`src/design/tgh_pkg.sv`:
```
// tgh_pkg: shared constants, types and functions of the ternary gradient histogram unit
// used by tgh_front, tgh_hist and ternary_gradient_histogram_unit; no dependencies

package tgh_pkg;

    localparam int IMG_W = 28;
    localparam int IMG_H = 28;
    localparam int COL_W = $clog2(IMG_W);
    localparam int ROW_W = $clog2(IMG_H);

    localparam int PIX_W = 8;
    localparam int THR_W = 8;
    localparam int BIN_W = 6;
    localparam int CNT_W = 13;
    localparam int NBINS = 45;

    localparam int OUT_DATA_W = ((BIN_W + CNT_W + 7) / 8) * 8;
    localparam int OUT_PAD_W  = OUT_DATA_W - BIN_W - CNT_W;

    localparam int CFG_ADDR_W = 1;
    localparam int CFG_DATA_W = 8;

    localparam logic [THR_W-1:0] HIGH_THR_RST = 8'd170;
    localparam logic [THR_W-1:0] LOW_THR_RST  = 8'd85;

    localparam logic [COL_W-1:0] LAST_COL = COL_W'(IMG_W - 1);
    localparam logic [ROW_W-1:0] LAST_ROW = ROW_W'(IMG_H - 1);
    localparam logic [ROW_W-1:0] ROW_ONE  = ROW_W'(1);
    localparam logic [BIN_W-1:0] LAST_BIN = BIN_W'(NBINS - 1);

    localparam logic [BIN_W-1:0] BIN_H_STRIDE = BIN_W'(15);
    localparam logic [BIN_W-1:0] BIN_V_STRIDE = BIN_W'(5);

    // trit in two's complement
    typedef logic [1:0] t_trit;
    localparam t_trit TRIT_ZERO = 2'b00;
    localparam t_trit TRIT_POS  = 2'b01;
    localparam t_trit TRIT_NEG  = 2'b11;

    typedef struct packed {
        t_trit trit;
        t_trit hgrad;
        t_trit vgrad;
    } t_line_word;

    localparam int LINE_W = $bits(t_line_word);

    typedef struct packed {
        logic             valid;
        logic [BIN_W-1:0] bin;
    } t_bin_evt;

    typedef enum logic [CFG_ADDR_W-1:0] {
        CFG_HIGH_THR = 1'b0,
        CFG_LOW_THR  = 1'b1
    } t_cfg_reg;

    typedef enum logic [1:0] {
        F_WAIT,
        F_RUN,
        F_FLUSH_WR,
        F_FLUSH
    } t_front_state;

    typedef enum logic [1:0] {
        H_CLEAR,
        H_ACC,
        H_DRAIN,
        H_DUMP
    } t_hist_state;

    function automatic t_trit quantize(input logic [PIX_W-1:0] px,
                                       input logic [THR_W-1:0] hi,
                                       input logic [THR_W-1:0] lo);
        t_trit q;
        if (px > hi) begin
            q = TRIT_POS;
        end else if (px < lo) begin
            q = TRIT_NEG;
        end else begin
            q = TRIT_ZERO;
        end
        return q;
    endfunction

    // sign of a minus b
    function automatic t_trit trit_sign(input t_trit a, input t_trit b);
        logic signed [2:0] diff;
        t_trit s;
        diff = $signed({a[1], a}) - $signed({b[1], b});
        if (diff > 3'sd0) begin
            s = TRIT_POS;
        end else if (diff < 3'sd0) begin
            s = TRIT_NEG;
        end else begin
            s = TRIT_ZERO;
        end
        return s;
    endfunction

    function automatic logic [BIN_W-1:0] bin_of(input t_trit h, input t_trit v,
                                                input t_trit hl, input t_trit up);
        logic signed [3:0] d;
        logic [2:0] du;
        logic [1:0] hu;
        logic [1:0] vu;
        d = $signed({{2{h[1]}}, h}) - $signed({{2{hl[1]}}, hl})
            + $signed({{2{v[1]}}, v}) - $signed({{2{up[1]}}, up});
        if (d < -4'sd2) begin
            d = -4'sd2;
        end else if (d > 4'sd2) begin
            d = 4'sd2;
        end
        hu = h + 2'd1;
        vu = v + 2'd1;
        du = d[2:0] + 3'd2;
        return BIN_W'(hu) * BIN_H_STRIDE + BIN_W'(vu) * BIN_V_STRIDE + BIN_W'(du);
    endfunction

endpackage

```
`src/design/tgh_ram.sv`:
```
// tgh_ram: simple dual-port synchronous ram, one write and one registered read per cycle
// a write to the address being read is forwarded; no dependencies

module tgh_ram #(
    parameter int DEPTH = 32,
    parameter int DW    = 8
) (
    input  logic                     i_clk,
    input  logic                     i_we,
    input  logic [$clog2(DEPTH)-1:0] i_waddr,
    input  logic [DW-1:0]            i_wdata,
    input  logic [$clog2(DEPTH)-1:0] i_raddr,
    output logic [DW-1:0]            o_rdata
);

    logic [DW-1:0] r_mem [DEPTH];
    logic [DW-1:0] r_rdata;

    always_ff @(posedge i_clk) begin
        if (i_we) begin
            r_mem[i_waddr] <= i_wdata;
        end
    end

    always_ff @(posedge i_clk) begin
        if (i_we && (i_waddr == i_raddr)) begin
            r_rdata <= i_wdata;
        end else begin
            r_rdata <= r_mem[i_raddr];
        end
    end

    assign o_rdata = r_rdata;

endmodule

```
`src/design/tgh_front.sv`:
```
// tgh_front: pixel quantizer, line memory and raster counters; emits one bin event per settled pixel
// depends on tgh_pkg and tgh_ram

module tgh_front (
    input  logic                     i_clk,
    input  logic                     i_rst_n,
    input  logic                     i_pix_valid,
    output logic                     o_pix_ready,
    input  logic [tgh_pkg::PIX_W-1:0] i_pixel,
    input  logic [tgh_pkg::THR_W-1:0] i_high_thr,
    input  logic [tgh_pkg::THR_W-1:0] i_low_thr,
    output tgh_pkg::t_bin_evt        o_evt,
    output logic                     o_flush_done,
    input  logic                     i_resume
);

    import tgh_pkg::*;

    t_front_state     r_state, n_state;
    logic [COL_W-1:0] r_col, n_col;
    logic [ROW_W-1:0] r_row, n_row;
    t_trit            r_tprev;
    t_trit            r_vprev;
    t_trit            r_hl;

    logic [LINE_W-1:0] rdata;
    t_line_word        rd_word;
    t_line_word        wr_word;
    logic              we;
    logic [COL_W-1:0]  waddr;
    logic              accept;
    logic              first_col;
    logic              last_col;
    logic              last_row;
    t_trit             t_cur;
    t_trit             vnew;
    t_trit             hl;
    t_trit             up;

    tgh_ram #(
        .DEPTH(IMG_W),
        .DW   (LINE_W)
    ) u_line (
        .i_clk  (i_clk),
        .i_we   (we),
        .i_waddr(waddr),
        .i_wdata(wr_word),
        .i_raddr(n_col),
        .o_rdata(rdata)
    );

    always_comb begin
        rd_word     = t_line_word'(rdata);
        o_pix_ready = (r_state == F_RUN);
        accept      = i_pix_valid && (r_state == F_RUN);
        first_col   = (r_col == '0);
        last_col    = (r_col == LAST_COL);
        last_row    = (r_row == LAST_ROW);
        t_cur       = quantize(i_pixel, i_high_thr, i_low_thr);
        vnew        = trit_sign(t_cur, rd_word.trit);
        hl          = first_col ? TRIT_ZERO : r_hl;
        up          = (r_row == ROW_ONE) ? TRIT_ZERO : rd_word.vgrad;
        // previous column is finished once the current trit is known
        we            = accept || (r_state == F_FLUSH_WR);
        waddr         = first_col ? LAST_COL : (r_col - COL_W'(1));
        wr_word.trit  = r_tprev;
        wr_word.hgrad = first_col ? TRIT_ZERO : trit_sign(t_cur, r_tprev);
        wr_word.vgrad = r_vprev;
    end

    always_comb begin
        n_state      = r_state;
        n_col        = r_col;
        n_row        = r_row;
        o_evt        = '0;
        o_flush_done = 1'b0;
        unique case (r_state)
            F_WAIT: begin
                if (i_resume) begin
                    n_state = F_RUN;
                end
            end
            F_RUN: begin
                if (accept) begin
                    o_evt.valid = (r_row != '0);
                    o_evt.bin   = bin_of(rd_word.hgrad, vnew, hl, up);
                    if (last_col) begin
                        n_col = '0;
                        if (last_row) begin
                            n_row   = '0;
                            n_state = F_FLUSH_WR;
                        end else begin
                            n_row = r_row + ROW_W'(1);
                        end
                    end else begin
                        n_col = r_col + COL_W'(1);
                    end
                end
            end
            F_FLUSH_WR: begin
                n_state = F_FLUSH;
            end
            F_FLUSH: begin
                // last row settles with no row below
                o_evt.valid = 1'b1;
                o_evt.bin   = bin_of(rd_word.hgrad, TRIT_ZERO, hl, rd_word.vgrad);
                if (last_col) begin
                    n_col        = '0;
                    n_state      = F_WAIT;
                    o_flush_done = 1'b1;
                end else begin
                    n_col = r_col + COL_W'(1);
                end
            end
        endcase
    end

    always_ff @(posedge i_clk) begin
        if (!i_rst_n) begin
            r_state <= F_WAIT;
            r_col   <= '0;
            r_row   <= '0;
        end else begin
            r_state <= n_state;
            r_col   <= n_col;
            r_row   <= n_row;
        end
    end

    always_ff @(posedge i_clk) begin
        if (accept) begin
            r_tprev <= t_cur;
            r_vprev <= vnew;
        end
        if (accept || (r_state == F_FLUSH)) begin
            r_hl <= rd_word.hgrad;
        end
    end

endmodule

```
`src/design/tgh_hist.sv`:
```
// tgh_hist: bin memory with read-modify-write counting, frame-end readout and clear
// depends on tgh_pkg and tgh_ram

module tgh_hist (
    input  logic                     i_clk,
    input  logic                     i_rst_n,
    input  tgh_pkg::t_bin_evt        i_evt,
    input  logic                     i_start,
    output logic                     o_done,
    output logic                     o_bin_valid,
    input  logic                     i_bin_ready,
    output logic [tgh_pkg::BIN_W-1:0] o_bin_index,
    output logic [tgh_pkg::CNT_W-1:0] o_bin_count,
    output logic                     o_last_bin
);

    import tgh_pkg::*;

    t_hist_state      r_state, n_state;
    t_bin_evt         r_s1;
    t_bin_evt         r_s2;
    logic [BIN_W-1:0] r_dk, n_dk;
    logic             r_ov;
    logic [BIN_W-1:0] r_obin;
    logic [CNT_W-1:0] r_ocnt;
    logic             r_olast;

    logic             we;
    logic [BIN_W-1:0] waddr;
    logic [CNT_W-1:0] wdata;
    logic [BIN_W-1:0] raddr;
    logic [CNT_W-1:0] rdata;
    logic             adv;
    logic             dk_last;

    tgh_ram #(
        .DEPTH(NBINS),
        .DW   (CNT_W)
    ) u_bins (
        .i_clk  (i_clk),
        .i_we   (we),
        .i_waddr(waddr),
        .i_wdata(wdata),
        .i_raddr(raddr),
        .o_rdata(rdata)
    );

    always_comb begin
        adv     = (r_state == H_DUMP) && (!r_ov || i_bin_ready);
        dk_last = (r_dk == LAST_BIN);
        n_state = r_state;
        n_dk    = r_dk;
        o_done  = 1'b0;
        we      = 1'b0;
        waddr   = r_s2.bin;
        wdata   = rdata + CNT_W'(1);
        raddr   = r_s1.valid ? r_s1.bin : '0;
        unique case (r_state)
            H_CLEAR: begin
                we    = 1'b1;
                waddr = r_dk;
                wdata = '0;
                if (dk_last) begin
                    n_dk    = '0;
                    n_state = H_ACC;
                    o_done  = 1'b1;
                end else begin
                    n_dk = r_dk + BIN_W'(1);
                end
            end
            H_ACC: begin
                we = r_s2.valid;
                if (i_start) begin
                    n_state = H_DRAIN;
                end
            end
            H_DRAIN: begin
                we = r_s2.valid;
                if (!r_s1.valid && !r_s2.valid) begin
                    n_dk    = '0;
                    n_state = H_DUMP;
                end
            end
            H_DUMP: begin
                raddr = r_dk;
                if (adv) begin
                    we    = 1'b1;
                    waddr = r_dk;
                    wdata = '0;
                    if (dk_last) begin
                        n_dk    = '0;
                        n_state = H_ACC;
                        o_done  = 1'b1;
                    end else begin
                        n_dk  = r_dk + BIN_W'(1);
                        raddr = r_dk + BIN_W'(1);
                    end
                end
            end
        endcase
    end

    always_ff @(posedge i_clk) begin
        if (!i_rst_n) begin
            r_state <= H_CLEAR;
            r_dk    <= '0;
            r_s1    <= '0;
            r_s2    <= '0;
            r_ov    <= 1'b0;
        end else begin
            r_state <= n_state;
            r_dk    <= n_dk;
            r_s1    <= i_evt;
            r_s2    <= r_s1;
            if (adv) begin
                r_ov <= 1'b1;
            end else if (i_bin_ready) begin
                r_ov <= 1'b0;
            end
        end
    end

    always_ff @(posedge i_clk) begin
        if (adv) begin
            r_obin  <= r_dk;
            r_ocnt  <= rdata;
            r_olast <= dk_last;
        end
    end

    assign o_bin_valid = r_ov;
    assign o_bin_index = r_obin;
    assign o_bin_count = r_ocnt;
    assign o_last_bin  = r_olast;

endmodule

```
`src/design/ternary_gradient_histogram_unit.sv`:
```
// ternary_gradient_histogram_unit: top level, threshold registers and stream ports
// depends on tgh_pkg, tgh_front and tgh_hist
//
// Pixels of one IMG_W x IMG_H frame enter in raster order on the s_axis channel, one
// item per cycle while s_axis_tready is high. Each pixel is quantized to a trit and
// its horizontal and vertical gradients and divergence select one of 45 histogram
// bins; a pixel is counted one row after it arrives, through a read-modify-write of
// the bin memory. After the final pixel of a frame the input stalls: the line memory
// is finished, the last row is counted, the count pipeline drains, then the 45 bins
// leave on m_axis in order 0..44, one per cycle while m_axis_tready is high, each bin
// cleared as it is read; tlast marks bin 44, and s_axis_tready returns with the last
// bin. A stall on m_axis holds the current bin and pauses the readout.
// After reset the thresholds are 170 and 85, the position is row 0, column 0, and a
// clearing pass zeroes the bin memory before the first pixel is taken. Thresholds
// are to be written through i_cfg_we / i_cfg_addr / i_cfg_wdata between frames; the
// block itself does not enforce this.

module ternary_gradient_histogram_unit (
    input  logic                          i_clk,
    input  logic                          i_rst_n,
    input  logic                          s_axis_tvalid,
    output logic                          s_axis_tready,
    input  logic [tgh_pkg::PIX_W-1:0]      s_axis_tdata,   // pixel
    output logic                          m_axis_tvalid,
    input  logic                          m_axis_tready,
    output logic [tgh_pkg::OUT_DATA_W-1:0] m_axis_tdata,   // bin_index, bin_count, zero pad
    output logic                          m_axis_tlast,
    input  logic                          i_cfg_we,
    input  logic [tgh_pkg::CFG_ADDR_W-1:0] i_cfg_addr,
    input  logic [tgh_pkg::CFG_DATA_W-1:0] i_cfg_wdata
);

    import tgh_pkg::*;

    logic [THR_W-1:0] r_high_thr;
    logic [THR_W-1:0] r_low_thr;

    t_bin_evt         evt;
    logic             flush_done;
    logic             hist_done;
    logic [BIN_W-1:0] bin_index;
    logic [CNT_W-1:0] bin_count;

    always_ff @(posedge i_clk) begin
        if (!i_rst_n) begin
            r_high_thr <= HIGH_THR_RST;
            r_low_thr  <= LOW_THR_RST;
        end else if (i_cfg_we) begin
            unique case (t_cfg_reg'(i_cfg_addr))
                CFG_HIGH_THR: r_high_thr <= i_cfg_wdata;
                CFG_LOW_THR:  r_low_thr  <= i_cfg_wdata;
            endcase
        end
    end

    tgh_front u_front (
        .i_clk       (i_clk),
        .i_rst_n     (i_rst_n),
        .i_pix_valid (s_axis_tvalid),
        .o_pix_ready (s_axis_tready),
        .i_pixel     (s_axis_tdata),
        .i_high_thr  (r_high_thr),
        .i_low_thr   (r_low_thr),
        .o_evt       (evt),
        .o_flush_done(flush_done),
        .i_resume    (hist_done)
    );

    tgh_hist u_hist (
        .i_clk      (i_clk),
        .i_rst_n    (i_rst_n),
        .i_evt      (evt),
        .i_start    (flush_done),
        .o_done     (hist_done),
        .o_bin_valid(m_axis_tvalid),
        .i_bin_ready(m_axis_tready),
        .o_bin_index(bin_index),
        .o_bin_count(bin_count),
        .o_last_bin (m_axis_tlast)
    );

    assign m_axis_tdata = {{OUT_PAD_W{1'b0}}, bin_count, bin_index};

endmodule
```
`config.mk`:
```
export PLATFORM = sky130hd
export DESIGN_NAME = ternary_gradient_histogram_unit
export DESIGN_NICKNAME = d
export VERILOG_FILES = /design/src/design/tgh_pkg.sv /design/src/design/tgh_ram.sv /design/src/design/tgh_front.sv /design/src/design/tgh_hist.sv /design/src/design/ternary_gradient_histogram_unit.sv
export SDC_FILE = /design/constraint.sdc
export NUM_CORES = 1
export LEC_CHECK = 0
export BUFFER_PORTS_ARGS = -buffer_cell sky130_fd_sc_hd__buf_2
export CAP_MARGIN = 0
export CORE_MARGIN = 8
export CORE_UTILIZATION = 46
export CTS_CLUSTER_SIZE = 20
export DETAILED_ROUTE_END_ITERATION = 6
export SYNTH_ARGS = -nofsm -noshare
export SYNTH_HDL_FRONTEND = slang
export SYNTH_SLANG_ARGS = --single-unit
```
`constraint.sdc`:
```
create_clock -name i_clk -period 9.05 [get_ports i_clk]
set_input_delay 0 -clock i_clk [delete_from_list [all_inputs] [get_ports i_clk]]
set_output_delay 0 -clock i_clk [all_outputs]
set_load 0.02 [all_outputs]
```
==> results list, run 1 <==
* Biggest area consumer among synthesized cells: sky130_fd_sc_hd__edfxtp_1
* Kind of critical path: flip-flop to flip-flop
- Maximum root-to-sink buffer count: 3
- For this design the static power due to leakage is 12.9 nW.
- The worst path in the final design needs a cycle of 6840 ps, including I/O delays and setup.
- The final reports fail on design-rule violations.
- Comb power frac: 0.131
* Total GRT Usage: 0.189
* Hold-critical path depth: 5
- Data arrival time at the worst-slack endpoint: 7350 ps
* CTS tree: built
- Register bit total from synthesis: 842
- Based on the critical path, the design can be clocked at up to 0.146 GHz.
* Peak supply drop: 0.199 mV
* Share of layout cells above drive strength 1: 0.157
- Period utilization: 0.756
- Top area cells in the synthesized netlist: sky130_fd_sc_hd__edfxtp_1 66%, sky130_fd_sc_hd__mux4_2 6.1%, sky130_fd_sc_hd__dfxtp_1 3.6%, sky130_fd_sc_hd__mux2i_1 3.4%, sky130_fd_sc_hd__nand2_1 2.4%
* Crit Reg-Reg Endpoint: u_hist.r_s1[5]
* Post-route DRC violation count: 1
- The final-report hold violation count was 0.
- Total clock buffers created by CTS: 84
- Final net count: 2402
- Measured on the finished design, the core utilization comes to 0.519.
- In this run the worst path has a maximum fanout of 4.
- For this design the total switching power over the nets is 2.16 mW.
* Maximum number of pins on one net before global-route repair: 86
- The worst hold path begins at s_axis_tdata[6].
- Synthesized area per cell: 15.9 um2
* Setup crit start kind: flip-flop
- The design draws 8.75 mW.
* Synthesized area: 35200 um2
- For the worst setup path, the data required time is 9560 ps.
* Final setup violation count: 0
- Critical path's most frequent cell: sky130_fd_sc_hd__a21o_1
- Register-to-Register Path Depth: 34
- Clock-pin slew was measured on the worst setup and hold paths at 60 ps.
* Number of DRC violations after detailed-routing iteration 0: 1709
- Once placement finished, the instance area stood at 36500 um2.
- Post-synth top cells: 779 x sky130_fd_sc_hd__edfxtp_1, 225 x sky130_fd_sc_hd__nand2_1, 127 x sky130_fd_sc_hd__nor2_1
* Most frequent cell after synthesis: sky130_fd_sc_hd__edfxtp_1
- Number of levels the H-tree was split into: 3
* Share of the yosys chip area belonging to registers: 0.700
- Post-CTS setup repair buffer count: 0
- Clock group share of total power: 0.377
- Number of global-route vias before repair: 19430
- At the end of routability-driven placement, the weighted congestion stood at 0.792.
- Across the run, the number of max-cap violations was 0.
- Area fraction of the dominant cell type after synthesis: 0.664
- Half-perimeter wire length after detailed placement: 50200 um
- Synthesis handed over a netlist of 2215 instances.
* Global-route wire length before repair: 124000 um
- Input and output buffers added on the ports amount to 43.
* Layout area overhead: 11.8%
* Share of flip-flops with an asynchronous set or reset after synthesis: 0
- Startpoint of the most critical register-to-register path: r_low_thr[1]
* Overall die height: 293 um
- Post-synth top flop: sky130_fd_sc_hd__edfxtp_1
- Setup total negative slack on the finished layout was measured at 0 ps.
- Highest-delay cell along the critical path: sky130_fd_sc_hd__fa_1
- During synthesis, Yosys emitted a total of 0 warnings.
- Final Hold Slack: 120 ps
* Worst hold path class: input pin to flip-flop
- The floorplan step set the die width to 293 um.
* Final Slew Violations: 0
* Initial Util: 0.464
* Buffer type at the clock tree root: sky130_fd_sc_hd__clkbuf_16
* Count of nets left with antenna violations after detail routing: 0
- Clock insertion delay at the later pin of the skew report: 640 ps
- Headroom to the max-slew limit came out at 0.0695.
* Cts hold-fix bufs: 26
* Kind of end point of the critical path: flip-flop
- Seq pwr share: 0.493
* Outcome: complete, but fails checks
* Unrepaired setup endpoints after global routing: no
- Sw frac: 0.247
* Final non-filler cell area: 39400 um2
- Final setup skew: 31.2 ps
- At the pin with the least slew margin, the transition time is 1390 ps.
* Die area: 85600 um2
- The number of different library cells used by synthesis comes to 61.
- Using the TritonRoute via totals, the vias-per-cell ratio works out to 5.79.
- The path with the worst hold slack has its endpoint at u_front.r_tprev[0].
- Diodes inserted: 0
- DR vias: 19365
* Core Footprint: 75800 um2
* Total power per unit cell area: 222 nW/um2
* Number of antenna violations at the first check in global routing: 0
- Pre-Repair DR Iteration Count: 7
- Count of cells resized by post-cts repair: 0
- Num Clock Sinks: 842
- Site row count: 101
* Maximum cell stage delay along the critical path: 470 ps
- Average routed wire per standard cell: 24.6 um
- For this run the aggregate overflow at the end of global routing stands at 0.
- In this run, synthesis inferred 779 flip-flops with an integrated enable.
- Worst reg2reg setup slack: 2210 ps
* Routed Wire Length: 82400 um
- Pin placement for this block handled 49 I/O pins.
- The internal portion of the total power is 6.59 mW.
[logic make-up after synthesis]
family          share of synthesized area
mux                                 0.103
other cells                      0.000107
buf+inv                            0.0273
compound gates                     0.0642
flops                               0.700
fa+ha+maj                          0.0309
xor+xnor                          0.00597
simple gates                       0.0678
[layout by cell type, fill, tap and decap left out, types with 49 or more instances in the layout]
| cell type | netlist | layout |
|---|---|---|
| sky130_fd_sc_hd__dfxtp_1 | 63 | 60 |
| sky130_fd_sc_hd__ha_1 | 66 | 66 |
| sky130_fd_sc_hd__mux2i_1 | 119 | 119 |
| sky130_fd_sc_hd__nand2_1 | 225 | 224 |
| sky130_fd_sc_hd__edfxtp_1 | 779 | 779 |
| sky130_fd_sc_hd__o21ai_0 | 49 | 49 |
| sky130_fd_sc_hd__mux4_2 | 95 | 95 |
| sky130_fd_sc_hd__inv_1 | 72 | 72 |
| sky130_fd_sc_hd__nor2_1 | 127 | 88 |
| sky130_fd_sc_hd__clkbuf_16 | 0 | 86 |
[power groups by stage]
stage / combinational [mW] / clock (mW) / sequential (mW)
global route: 1.31 / 3.50 / 4.32
global placement: 1.11 / 0 / 4.39
detailed placement: 1.14 / 0 / 4.39
CTS: 1.15 / 3.35 / 4.31
finish: 1.14 / 3.30 / 4.31
floorplan: 0.834 / 0 / 4.39
[worst max-delay path, delay by kind of cell, from the launching register on]
family / cells / cell delay, ps
AND/OR/NAND/NOR: 4 / 870
XOR/XNOR: 2 / 270
adder cells (fa/ha/maj): 9 / 2620
AO/OA/AOI/OAI: 13 / 2230
flip-flops: 1 / 330
buffers and inverters: 6 / 380
[routing by layer]
layer	wire, um	GRT usage
met5	0	0
met4	1720	0.0448
met3	4480	0.0273
met2	40500	0.319
met1	35600	0.261
[flip-flops by register name, summed over array words and instances (netlist names), named ones only]
register and cells:
u_hist.u_bins.r_mem 585, u_hist.o_bin_index 6, u_front.r_col 5, u_hist.r_s1 7, u_hist.r_s2 7, u_front.r_row 5
u_front.r_tprev 2, u_front.r_state 2, u_hist.r_state 2, u_front.r_hl 2, u_hist.o_bin_count 13, u_hist.o_last_bin 1
u_front.r_vprev 2, u_hist.o_bin_valid 1, r_low_thr 8, u_hist.r_dk 6, r_high_thr 8, u_front.u_line.r_mem 168
u_front.u_line.o_rdata 6
[worst max-delay path by stage]
stage,from,slack [ps],endpoint,depth (start not counted)
final,r_low_thr[1],2210,u_hist.r_s1[5],34
after global routing,r_low_thr[1],1690,u_hist.r_s1[5],34
after CTS,r_low_thr[1],2200,u_hist.r_s1[5],34
after detailed placement,r_low_thr[1],2230,u_hist.r_s1[5],34
after global placement,r_low_thr[1],2340,u_hist.r_s1[5],34
after floorplan,r_low_thr[1],2740,u_hist.r_s1[5],34
[per-stage QoR]
stage	worst slack, ps	cells
after floorplan	2740	2219
after global placement	2340	3167
after detailed placement	2230	3167
after CTS	2200	3347
after global routing	1690	3347
final	2210	3347
[cell type report]
type / instances / area [um2]
clock buffers: 109 / 2270
fillers: 6172 / 36400
repair buffers: 112 / 823
clock inverters: 45 / 317
flip-flops and latches: 842 / 24700
inverters: 73 / 274
well taps: 978 / 1220
multi-input cells: 1188 / 9810
Power figures use the tool's default switching activity.
==> run 2: changes to the inputs <==
Clock period 9.05 ns to 6.4 ns, I/O delays scaled along.
==> run 2 against run 1 <==
Effect of this change:
- the run ends with negative setup slack left
- combinational power grew 82%
- flip-flop and latch count stayed put
- setup slack worse by 2200 ps
- worst hold slack better by 41 ps
- non-clock buffer count increased by 53
- total power is 50% higher
- register-to-register slack got worse by 2200 ps
- global-route usage is 0.46 points higher
- die area is the same
- highest routed layer unchanged
==> results list, run 2 (synthesis gave the netlist of run 1 again) <==
- Period utilization: 1.00
- Clock-pin slew was measured on the worst setup and hold paths at 60 ps.
- Count of nets left with antenna violations after detail routing: 0
- Headroom to the max-slew limit came out at 0.215.
- Across the VDD grid, the largest voltage drop is 0.269 mV.
* Post-Route Utilization: 0.529
- Critical path's most frequent cell: sky130_fd_sc_hd__a21o_1
- Average routed wire per standard cell: 24.8 um
- Share of layout cells above drive strength 1: 0.187
* Global-route wire length before repair: 126000 um
- For the worst setup path, the data required time is 6920 ps.
* Per-cell via count in the routed design: 5.77
- Total I/O pin count: 49
- Num Clock Sinks: 842
* Number of DRC violations after detailed-routing iteration 0: 1752
* Final setup skew: 29.1 ps
- The clock tree synthesis step divided the H-tree into 3 levels.
* Final setup violation count: 1
* Number of flip-flops in the largest register: 585
* Number of global-route vias before repair: 20051
* Final net count: 2456
* Non-filler cells, final: 3398
- Unrepaired setup endpoints after global routing: yes
* Layout area overhead: 13.9%
- The region available for standard cell placement spans 75800 um2.
* Total design power: 13.1 mW
- From left edge to right edge, the die measures 293 um.
- For this design the ratio of total power to cell area is 327 nW/um2.
- Gpl congestion: 0.832
- The final route contains 19611 vias.
* Overall die height: 293 um
* Maximum root-to-sink buffer count: 3
- Data arrives at the worst endpoint at 6920 ps.
- Ranked by flip-flop count, first place goes to u_hist.u_bins.r_mem.
- Maximum number of pins on one net before global-route repair: 57
- Across every metal layer, demand over resource in global routing totals 0.194.
* Post-route minimum period: 6400 ps
- In the routed design, unresolved DRC markers number 0.
* Placed cells: 3199
- Final Slew Violations: 0
- The tree is rooted in a sky130_fd_sc_hd__clkbuf_16.
- The worst hold path belongs to the class input pin to flip-flop.
* Kind of end point of the critical path: flip-flop
* Worst setup slack after layout: -0.487 ps
- Highest-delay cell along the critical path: sky130_fd_sc_hd__fa_1
* Number of antenna violations at the first check in global routing: 1
- Routed Wire Length: 84400 um
* Clock insertion delay at the later pin of the skew report: 640 ps
* # Max-Cap Violations: 0
* Number of port buffers: 43
- Total congestion overflow after global routing: 0
- STA classifies the critical path startpoint as a flip-flop.
* Maximum cell stage delay along the critical path: 520 ps
- At the pin with the least slew margin, the transition time is 1180 ps.
* Maximum fanout encountered on the critical timing path: 4
* Diodes inserted: 0
- TritonCTS built the clock tree.
- Die area: 85600 um2
- For this configuration, the core starts out at a cell density of 0.464.
- Violated checks: negative setup slack
- Half-perimeter wire length after detailed placement: 52800 um
- Static timing analysis puts the maximum clock frequency at 0.156 GHz.
- Buffers inserted during clock tree synthesis total 85.
- The final-report hold violation count is 0.
* Pre-Repair DR Iteration Count: 5
* Final Hold Slack: 161 ps
- The run finished, with violations left.
- Kind of critical path: flip-flop to flip-flop
- For this design the static power due to leakage is 13.3 nW.
- In the layout the commonest cells are 779 x sky130_fd_sc_hd__edfxtp_1, 224 x sky130_fd_sc_hd__nand2_1, 119 x sky130_fd_sc_hd__mux2i_1, 95 x sky130_fd_sc_hd__mux4_2, 90 x sky130_fd_sc_hd__nor2_1.
* Commonest non-fill, non-tap cell in the layout: sky130_fd_sc_hd__edfxtp_1
- Site row count: 101
run 2: cell count changes in the layout (fill, tap and decap cells not counted), moves of 3 or more:
cell	delta
sky130_fd_sc_hd__buf_4	+48
sky130_fd_sc_hd__bufinv_16	+7
sky130_fd_sc_hd__ha_1	-7
sky130_fd_sc_hd__inv_1	-7
sky130_fd_sc_hd__clkinv_1	-6
sky130_fd_sc_hd__inv_2	+6
sky130_fd_sc_hd__a21oi_1	-5
sky130_fd_sc_hd__ha_4	+5
sky130_fd_sc_hd__fa_1	-4
sky130_fd_sc_hd__fa_2	+4
sky130_fd_sc_hd__a21oi_2	+3
sky130_fd_sc_hd__buf_12	+3
run 2: layout make-up:
| type | instances | area, um2 |
|---|---|---|
| clock buffer | 109 | 2260 |
| tap | 978 | 1220 |
| multi-input combinational | 1188 | 9930 |
| sequential | 842 | 24700 |
| fill | 6104 | 35700 |
| clock inverter | 43 | 484 |
| inverter | 73 | 277 |
| timing repair buffer | 165 | 1260 |
run 2: power breakdown:
part	total [mW]	leakage, nW	internal (mW)	switching, mW
Combinational	2.08	4.15	0.955	1.13
Clock	4.95	1.34	2.90	2.05
Sequential	6.10	7.80	6.05	0.0512
Total	13.1	13.3	9.90	3.23
run 2: per-layer routing:
layer,routed length (um),GRT usage
met5,0,0
met1,34700,0.252
met4,2540,0.0625
met2,42300,0.333
met3,4890,0.0319
run 2: path summary, 6_finish.rpt:
check / cells after the start / to / slack [ps] / startpoint
max: 34 / u_hist.r_s1[5] / -0.5 / r_low_thr[1]
min: 5 / u_front.r_tprev[0] / 160 / s_axis_tdata[6]
max reg2reg: 34 / u_hist.r_s1[5] / -0.5 / r_low_thr[1]
min reg2reg: 2 / r_high_thr[4] / 460 / r_high_thr[4]
run 2: worst max-delay path: cells and delay by family (launching register included):
family	cells	cell delay, ps
AO/OA/AOI/OAI	11	1820
buffers and inverters	7	350
adder cells (fa/ha/maj)	10	2670
XOR/XNOR	2	290
AND/OR/NAND/NOR	4	820
flip-flops	1	340
run 2: per-stage QoR:
stage / setup WS [ps] / TNS [ps] / area, um2
6_report: -0.487 / -0.487 / 40100
5_1_grt: -288 / -573 / 40100
4_1_cts: 0.178 / 0 / 40000
3_5_place_dp: -405 / -661 / 36800
3_3_place_gp: -174 / -200 / 36800
2_1_floorplan: 85.5 / 0 / 35200
run 2: what timing repair did:
| action | in CTS | in global routing |
|---|---|---|
| buffers inserted | 18 | 3 |
| hold buffers | 27 | 0 |
| gates resized for setup | 25 | 14 |
| hold endpoints to repair | 35 | 0 |
| pin swaps | 21 | 26 |
| setup endpoints to repair | 3 | 4 |
